===== config.mk =====
export PLATFORM = sky130hd
export DESIGN_NAME = framed_control_byte_receiver
export DESIGN_NICKNAME = d
export VERILOG_FILES = /design/src/hw/rtl/fcbr_pkg.sv /design/src/hw/rtl/fcbr_in_stage.sv /design/src/hw/rtl/fcbr_frame.sv /design/src/hw/rtl/framed_control_byte_receiver.sv
export SDC_FILE = /design/constraint.sdc
export NUM_CORES = 1
export LEC_CHECK = 0
export BUFFER_PORTS_ARGS = -buffer_cell sky130_fd_sc_hd__buf_2
export CAP_MARGIN = 25
export CORE_AREA = 2 2 83 53
export CTS_BUF_LIST = sky130_fd_sc_hd__clkbuf_2
export CTS_CLUSTER_DIAMETER = 200
export DETAILED_ROUTE_END_ITERATION = 16
export DIE_AREA = 0 0 85 55
export PLACE_DENSITY = 0.64
export SLEW_MARGIN = 20
export SYNTH_ARGS = -nofsm -noshare
export SYNTH_HDL_FRONTEND = slang
export SYNTH_SLANG_ARGS = --single-unit

===== constraint.sdc =====
create_clock -name clk -period 2.25 [get_ports clk]
set_clock_uncertainty 0.05 [all_clocks]
set_input_delay 0 -clock clk [delete_from_list [all_inputs] [get_ports clk]]
set_output_delay 0 -clock clk [all_outputs]
set_load 0.02 [all_outputs]

===== src/hw/rtl/fcbr_pkg.sv =====
package fcbr_pkg;

  // Frame geometry: header at position 0, trailer at FRAME_LEN - 1
  localparam int unsigned FRAME_LEN = 5;
  localparam int unsigned POS_W     = 3;
  localparam int unsigned CNT_W     = POS_W + 1;

  localparam logic [7:0] HEADER_BYTE  = 8'h5A;
  localparam logic [7:0] TRAILER_BYTE = 8'hA5;

  // Stored frame positions
  localparam logic [POS_W-1:0] POS_CTRL  = POS_W'(1);
  localparam logic [POS_W-1:0] POS_IMAGE = POS_W'(2);

  localparam logic [CNT_W-1:0] FRAME_END = CNT_W'(FRAME_LEN);

  // Receiver state, one-hot
  typedef enum logic [1:0] {
    ST_HUNT  = 2'b01,
    ST_FRAME = 2'b10
  } rx_state_t;

  // Decoded result for one beat
  typedef struct packed {
    logic       frame_valid;
    logic [5:0] valve_bits;
    logic [1:0] servo_bits;
    logic [1:0] image_bits;
  } result_t;

  // Stage handshake between input register and frame logic
  typedef struct packed {
    logic       vld;
    logic [7:0] rx_byte;
  } beat_t;

endpackage


===== src/hw/rtl/fcbr_in_stage.sv =====
module fcbr_in_stage (
  input  logic            clk,
  input  logic            rst_n,
  input  logic            in_valid,
  output logic            in_ready,
  input  logic [7:0]      in_rx_byte,
  input  logic            advance,
  output fcbr_pkg::beat_t beat
);

  logic       vld_r;
  logic       vld_nxt;
  logic [7:0] byte_r;

  // Take a new beat when empty or when the held one moves on this cycle
  assign in_ready = !vld_r || advance;

  always_comb begin
    vld_nxt = vld_r;
    if (in_ready) begin
      vld_nxt = in_valid;
    end
  end

  always_ff @(posedge clk) begin
    if (!rst_n) begin
      vld_r <= 1'b0;
    end else begin
      vld_r <= vld_nxt;
    end
  end

  // Payload, no reset
  always_ff @(posedge clk) begin
    if (in_valid && in_ready) begin
      byte_r <= in_rx_byte;
    end
  end

  assign beat.vld     = vld_r;
  assign beat.rx_byte = byte_r;

endmodule


===== src/hw/rtl/fcbr_frame.sv =====
module fcbr_frame (
  input  logic              clk,
  input  logic              rst_n,
  input  logic              advance,
  input  logic [7:0]        rx_byte,
  output fcbr_pkg::result_t result
);

  fcbr_pkg::rx_state_t              st_r, st_nxt;
  logic [fcbr_pkg::POS_W-1:0]       pos_r, pos_nxt;
  logic                             valid_r, valid_nxt;
  logic [7:0]                       ctrl_r, ctrl_nxt;
  logic [1:0]                       image_r, image_nxt;

  logic                             hdr_open;
  logic                             active;
  logic                             is_trailer;
  logic [fcbr_pkg::POS_W-1:0]       pos_eff;
  logic [fcbr_pkg::CNT_W-1:0]       pos_inc;

  // Frame tracking for one byte
  always_comb begin
    hdr_open   = (st_r == fcbr_pkg::ST_HUNT) && (rx_byte == fcbr_pkg::HEADER_BYTE);
    active     = (st_r == fcbr_pkg::ST_FRAME) || hdr_open;
    is_trailer = (rx_byte == fcbr_pkg::TRAILER_BYTE);
    pos_eff    = hdr_open ? '0 : pos_r;
    pos_inc    = {1'b0, pos_eff} + fcbr_pkg::CNT_W'(1);

    st_nxt    = st_r;
    pos_nxt   = pos_r;
    valid_nxt = hdr_open ? 1'b0 : valid_r;
    ctrl_nxt  = ctrl_r;
    image_nxt = image_r;

    if (active) begin
      // positions 1 and 2 always lie inside the frame
      if (pos_eff == fcbr_pkg::POS_CTRL) begin
        ctrl_nxt = rx_byte;
      end
      if (pos_eff == fcbr_pkg::POS_IMAGE) begin
        image_nxt = rx_byte[7:6];
      end

      if ((is_trailer && pos_inc != fcbr_pkg::FRAME_END) ||
          pos_inc > fcbr_pkg::FRAME_END) begin
        // early trailer or overlong frame: abort
        valid_nxt = 1'b0;
        st_nxt    = fcbr_pkg::ST_HUNT;
        pos_nxt   = '0;
      end else if (is_trailer) begin
        // trailer at last position: good frame
        valid_nxt = 1'b1;
        st_nxt    = fcbr_pkg::ST_HUNT;
        pos_nxt   = '0;
      end else begin
        st_nxt  = fcbr_pkg::ST_FRAME;
        pos_nxt = pos_inc[fcbr_pkg::POS_W-1:0];
      end
    end
  end

  always_ff @(posedge clk) begin
    if (!rst_n) begin
      st_r    <= fcbr_pkg::ST_HUNT;
      pos_r   <= '0;
      valid_r <= 1'b0;
      ctrl_r  <= '0;
      image_r <= '0;
    end else if (advance) begin
      st_r    <= st_nxt;
      pos_r   <= pos_nxt;
      valid_r <= valid_nxt;
      ctrl_r  <= ctrl_nxt;
      image_r <= image_nxt;
    end
  end

  // Decode from the updated state
  assign result.frame_valid = valid_nxt;
  assign result.valve_bits  = ctrl_nxt[7:2];
  assign result.servo_bits  = ctrl_nxt[1:0];
  assign result.image_bits  = image_nxt;

endmodule


===== src/hw/rtl/framed_control_byte_receiver.sv =====
// Channel  | Direction | Handshake            | Payload
// input    | in        | in_valid / in_ready  | in_rx_byte[7:0]
// result   | out       | out_valid / out_ready| out_frame_valid, out_valve_bits[5:0],
//          |           |                      | out_servo_bits[1:0], out_image_bits[1:0]
//
// One result beat per input beat, through the input register, then frame
// logic into the output register. One beat per cycle sustained while out_ready stays high.
// rst_n is synchronous: hunting for header, flags and held bytes cleared.
// A stalled result holds the output register; the input register still
// takes a beat while it is empty or the output one is free or draining this cycle.
module framed_control_byte_receiver (
  input  logic       clk,
  input  logic       rst_n,
  input  logic       in_valid,
  output logic       in_ready,
  input  logic [7:0] in_rx_byte,
  output logic       out_valid,
  input  logic       out_ready,
  output logic       out_frame_valid,
  output logic [5:0] out_valve_bits,
  output logic [1:0] out_servo_bits,
  output logic [1:0] out_image_bits
);

  fcbr_pkg::beat_t   beat;
  fcbr_pkg::result_t result;
  fcbr_pkg::result_t res_r;
  logic              out_vld_r;
  logic              out_vld_nxt;
  logic              advance;

  // Held beat moves into the output register when it is free or draining
  assign advance = beat.vld && (!out_vld_r || out_ready);

  fcbr_in_stage u_in (
    .clk        (clk),
    .rst_n      (rst_n),
    .in_valid   (in_valid),
    .in_ready   (in_ready),
    .in_rx_byte (in_rx_byte),
    .advance    (advance),
    .beat       (beat)
  );

  fcbr_frame u_frame (
    .clk     (clk),
    .rst_n   (rst_n),
    .advance (advance),
    .rx_byte (beat.rx_byte),
    .result  (result)
  );

  // Output register
  always_comb begin
    out_vld_nxt = out_vld_r;
    if (advance) begin
      out_vld_nxt = 1'b1;
    end else if (out_ready) begin
      out_vld_nxt = 1'b0;
    end
  end

  always_ff @(posedge clk) begin
    if (!rst_n) begin
      out_vld_r <= 1'b0;
    end else begin
      out_vld_r <= out_vld_nxt;
    end
  end

  always_ff @(posedge clk) begin
    if (advance) begin
      res_r <= result;
    end
  end

  assign out_valid       = out_vld_r;
  assign out_frame_valid = res_r.frame_valid;
  assign out_valve_bits  = res_r.valve_bits;
  assign out_servo_bits  = res_r.servo_bits;
  assign out_image_bits  = res_r.image_bits;

endmodule


**Word level (Yosys, flattened, before mapping)**

Cells that the tools add are included.

- Add/sub/neg operators: 1
- Reductions and logical operators: 12
- Magnitude comparators: 1
- Equality and inequality tests: 7
- Mux-type cells: 15

Operators by type and width:

| kind | number |
|---|---|
| 2-to-1 mux 8 bit | 2 |
| 2-to-1 mux 3 bit | 3 |
| equality test 8 x 7 -> 1 bit (second input constant) | 1 |
| equality test 8 bit (second input constant) | 1 |
| 2-to-1 mux 2 bit | 4 |
| 2-to-1 mux 1 bit | 6 |
| adder 3 x 1 -> 4 bit (second input constant) | 1 |
| > comparator 4 x 3 -> 1 bit (second input constant) | 1 |
| logical AND 1 bit | 4 |
| logical OR 1 bit | 4 |
| != test 4 x 3 -> 1 bit (second input constant) | 1 |
| equality test 3 x 1 -> 1 bit (second input constant) | 1 |
| equality test 3 x 2 -> 1 bit (second input constant) | 1 |
| equality test 2 x 1 -> 1 bit (second input constant) | 1 |
| equality test 2 bit (second input constant) | 1 |
| zero test 1 bit | 2 |
| AND reduction 2 bit | 1 |
| nonzero test 2 bit | 1 |

- Register bits after elaboration: 37
- Output and inout port bits: 13
- Input port bits: 12
- Logic and storage cells: 48

**Longest topological paths before layout**

- Word-level depth: 9
- Gate-level depth with buffers: 11
- Depth with buffers taken out: 10

**Cells and area by module**

A second synthesis with hierarchy kept.

- Cells, all modules: 148
- Area total of the unflattened synthesis: 1677.9 um2

By module, submodules not included:

| module | area an instance (um2) | cells an instance | seq. area each (um2) | times used |
|---|---|---|---|---|
| fcbr_frame | 994.7 | 119 | 320.3 | 1 |
| framed_control_byte_receiver | 377.9 | 15 | 350.3 | 1 |
| fcbr_in_stage | 305.3 | 14 | 260.2 | 1 |

**Worst setup path before layout**

Ideal clock, no wire load.

- Path kind: register -> register
- Start point: register u_in.byte_r[2]
- End point: register res_r (netlist bit out_frame_valid) (data pin)
- Arrival: 2.027 ns
- Clock period less this slack: 2.332 ns
- Stages on the path, launching flop included: 10
- Setup time: 0.255 ns
- Slack: -0.082 ns
- Path buffers: 1
- Data required time: 1.945 ns
- Cell sequence: edfxtp_1 > nand4bb_4 > or3_1 > buf_2 > nand2_1 > inv_1 > ha_1 > a211o_1 > o2bb2ai_1 > and2_1

RTL lines:

| item | RTL line | text |
|---|---|---|
| from (decl) | fcbr_in_stage.sv:13 | `logic [7:0] byte_r;` |
| from (signal assigned) | fcbr_in_stage.sv:36 | `byte_r <= in_rx_byte;` |
| to (signal assigned) | framed_control_byte_receiver.sv:73 | `res_r <= result;` |
| to (decl) | framed_control_byte_receiver.sv:27 | `fcbr_pkg::result_t res_r;` |

==> summary.md <==
• **Critical Path Sink** out_frame_valid$_DFFE_PP_
• **cell count of the worst hold path** 2
• **static leakage** 0.9631 nW
• **post-route fraction of the period consumed by the critical path** 0.9931
• **flip-flop and latch area** 930.9 um^2
• **Clk Tree Root Cell** clkbuf_2
• **total of flip-flops plus latches after synthesis** 37
• **FF-to-FF setup slack** 0.02 ns
• **Final GP Congestion** 0.8679
• **area of the core** 3941 um^2
• **n_diodes** 0
• **DRC violation count after routing** 0
• **status** finished clean
• **post-route design area** 2286 um^2
• **destination of the worst register-to-register timing path** out_frame_valid$_DFFE_PP_
• **global route overflow** 0
• **initial antenna violation count** 0
• **number of placement rows** 18
• **NumNets Final** 212
• **pin slew with the least headroom to its limit** 0.6791 ns
• **Die Span Y** 55 um
• **Initial Utilization** 0.4346
• **fillers** 326
• **CTS tree** yes
• **top fanout value on the critical path** 4
• **maximum number of pins on one net before global-route repair** 20
• **class of the most critical hold timing path** in2reg
• **sort of element at the start of the critical path** register
• **number of detailed-route iterations in the first pass** 4
• **proportion of layout cells with a drive suffix above 1** 0.3807
• **total power per unit cell area** 490.7 nW/um^2
• **total clock buffers created by CTS** 5
• **PnR worst setup slack** 0.01553 ns
• **depth of the most critical reg-to-reg path** 8
• **Setup Slack @ Placement** -0.03185 ns
• **final number of max-transition violations** 0
• **synthesized cell area** 1713 um^2
• **arrival time at the worst endpoint** 2.32 ns
• **post-synthesis sequential area ratio** 0.5435
• **count of final setup violators** 0
• **first-pass GRT wire length** 5209 um
• **all-layer global routing usage** 0.1497
• **Total Routed Length** 3533 um
• **maximum achievable frequency** 0.4475 GHz
• **number of top-level pins** 25
• **Synth cell types** 38
• **synthesized instance count** 138
• **total number of clock tree sinks** 37
• **DP Area** 1987 um^2
• **final critical delay including setup and external delays** 2.234 ns
• **number of failing hold endpoints at the final stage** 0
• **Worst Setup End Kind** register
• **setup repair after global routing missed its margin** true
• **average cell area after synthesis** 12.41 um^2
• **total nets after synthesis** 154
• **number of maximum-capacitance violations** 0
• **wire length per cell after detailed routing** 14.30 um
• **Clk pin slew, worst setup/hold paths** 0.18 ns
• **via density per instance** 5.057
• **width of the die** 85 um
• **placed wire-length estimate** 2375 um
• **clock latency reported for the late side of the worst-skew pair** 0.36 ns
• **critical path type** reg2reg
• **largest buffer count on any clock path** 2
• **post-route antenna net violation count** 0
• **Worst EP required** 2.34 ns
• **total die area** 4675 um^2
• **Core Util, Final** 0.5800
• **start point of the critical path** u_in.byte_r[2]$_DFFE_PP_
• **DRC violation total after the first TritonRoute iteration** 28
• **area occupied by multi-input gates** 839.6 um^2
• **detailed-route via count** 1249
• **number of global-route vias before repair** 1122
• **max-slew headroom at the worst pin** 0.5464
• **worst voltage drop across the vdd grid** 0.3075 mV
• **area growth from synthesis to layout** 33.45%
• **yosys synthesis warning count** 0
• **critical register-to-register path startpoint** u_in.byte_r[2]$_DFFE_PP_
• **PortBufs** 24
• **number of H-tree branching levels** 2
[final cells by class]
cell class	count	share of cell area
sequential	37	0.4072
multi-input combinational	93	0.3673
clock buffer	7	0.01533
tap	50	0.02737
timing repair buffer	56	0.1730
inverter	3	0.008210
clock inverter	1	0.001642
[cells in the final DEF (no fill, tap or decap), types with 2 or more instances in the layout]
master         Yosys  final
mux2_1             2      2
ha_1               4      2
a21oi_1            3      3
o31ai_1            2      2
nand3_1            4      3
nand2_4            1      2
dfxtp_1           18     18
buf_2              2     24
nand2b_1           2      2
and2_1             3      3
o211ai_1           2      2
dlygate4sd3_1      0     14
edfxtp_1          19     19
nor2b_1           14     14
or4bb_1            2      2
mux2i_1           10     10
nand2_2            0      2
inv_4              0      3
buf_4              0     18
nand2_1           12      8
clkbuf_2           0      7
a21boi_1           2      2
o21ai_1            2      2
nor2_1             4      4
mux2_4             8      8
[state kept, by name (all words and copies together) (netlist names), 2 cells and up]
signal           flops
out_servo_bits       2
out_image_bits       2
u_frame.ctrl_r       8
u_frame.image_r      2
u_frame.pos_r        3
out_valve_bits       6
u_frame.st_r         2
u_in.byte_r          8
[how the worst min path moves through the flow]
stage	from	to	slack (ns)
finish	in_rx_byte[2]	u_in.byte_r[2]$_DFFE_PP_	0.28
global route	in_rx_byte[2]	u_in.byte_r[2]$_DFFE_PP_	0.25
CTS	in_rx_byte[0]	u_in.byte_r[0]$_DFFE_PP_	0.26
detailed placement	in_rx_byte[4]	u_in.byte_r[4]$_DFFE_PP_	0.13
global placement	in_rx_byte[6]	u_in.byte_r[6]$_DFFE_PP_	0.13
floorplan	in_rx_byte[0]	u_in.byte_r[0]$_DFFE_PP_	0.05
[metal layers]
metal  part of all wire  GRT usage  vias up  routed length [um]
li1                   -          -      619                   -
met4             0.0045    0.05556        0                  16
met3              0.034    0.04006        2                 119
met1               0.48     0.2002      598                1705
met5                  0          0        -                   0
met2               0.48     0.2383       30                1692
[cell families (layout without fill, tap and decap cells)]
kind of cell               after synthesis  count (layout)  synth area share
AOI/OAI and AO/OA                       22              22           0.09788
adders and majority gates                4               4           0.02922
buffers and inverters                    8              67           0.01899
DFF                                     37              37            0.5435
muxes                                   20              20            0.1417
and+or+nand+nor                         47              47            0.1687
[through the flow]
| stage | instances | power, mW | hold slack (ns) | setup TNS [ns] |
|---|---|---|---|---|
| after global routing | 247 | 1.174 | 0.2548 | -0.07986 |
| final | 247 | 1.122 | 0.2752 | 0 |
| after detailed placement | 221 | 0.8297 | 0.1281 | -0.1103 |
| after global placement | 221 | 0.8280 | 0.1265 | 0 |
| after floorplan | 138 | 0.7876 | 0.04887 | -0.01590 |
| after CTS | 244 | 1.132 | 0.2646 | 0 |
[critical path, stage by stage, from the launching register on]
cell and delay (ns):
edfxtp_1 0.44, nand4bb_4 0.24, or3_4 0.44, nand2_4 0.10, inv_4 0.04, ha_4 0.17
a211o_1 0.26, o2bb2ai_2 0.13, and2_1 0.14
[synth_stat cells]
| master | n | area, um^2 |
|---|---|---|
| nand4_1 | 1 | 6.260 |
| inv_1 | 3 | 11.26 |
| edfxtp_1 | 19 | 570.6 |
| mux2i_1 | 10 | 100.1 |
| o211ai_2 | 1 | 12.51 |
| a211o_1 | 1 | 8.760 |
| nand2_4 | 1 | 11.26 |
| nand2b_1 | 2 | 12.51 |
| mux2_4 | 8 | 120.1 |
| a31oi_2 | 1 | 12.51 |
| nor3_1 | 1 | 5.000 |
| nor2_1 | 4 | 15.01 |
| o21ai_1 | 2 | 10.01 |
| a22o_1 | 1 | 8.760 |
| clkbuf_1 | 3 | 11.26 |
| o31ai_1 | 2 | 15.01 |
| nand3_1 | 4 | 20.02 |
| ha_1 | 4 | 50.05 |
| o2bb2ai_1 | 1 | 8.760 |
| mux2_1 | 2 | 22.52 |
| and2_1 | 3 | 18.77 |
| a31o_1 | 1 | 8.760 |
| o211ai_1 | 2 | 15.01 |
| nand4bb_1 | 1 | 11.26 |
| nand2_1 | 12 | 45.04 |
| dfxtp_1 | 18 | 360.4 |
| a211oi_1 | 1 | 7.510 |
| or3_1 | 1 | 6.260 |
| a21boi_1 | 2 | 15.01 |
| a41oi_1 | 1 | 8.760 |
| nand4bb_4 | 1 | 27.53 |
| nor2b_1 | 14 | 87.58 |
| o21ai_2 | 1 | 8.760 |
| a21oi_1 | 3 | 15.01 |
| or4bb_1 | 2 | 22.52 |
| buf_2 | 2 | 10.01 |
| o21ai_0 | 1 | 5.000 |
| o21a_1 | 1 | 7.510 |
[power breakdown]
| group | leakage (nW) | total (mW) | switching [mW] | internal (mW) |
|---|---|---|---|---|
| Combinational | 0.601 | 0.103 | 0.0477 | 0.0553 |
| Sequential | 0.332 | 0.735 | 0.00876 | 0.726 |
| Clock | 0.0306 | 0.284 | 0.200 | 0.0835 |
| Total | 0.963 | 1.12 | 0.257 | 0.865 |
[what timing repair did]
| action | in CTS | in global routing |
|---|---|---|
| gates resized for setup | 2 | 18 |
| cloned | 0 | 0 |
| hold endpoints to repair | 25 | 0 |
| hold buffers | 14 | 0 |
| setup endpoints to repair | 10 | 25 |
| buffers inserted | 1 | 3 |
| pin swaps | 2 | 9 |
(Power assumes the default switching activity.)
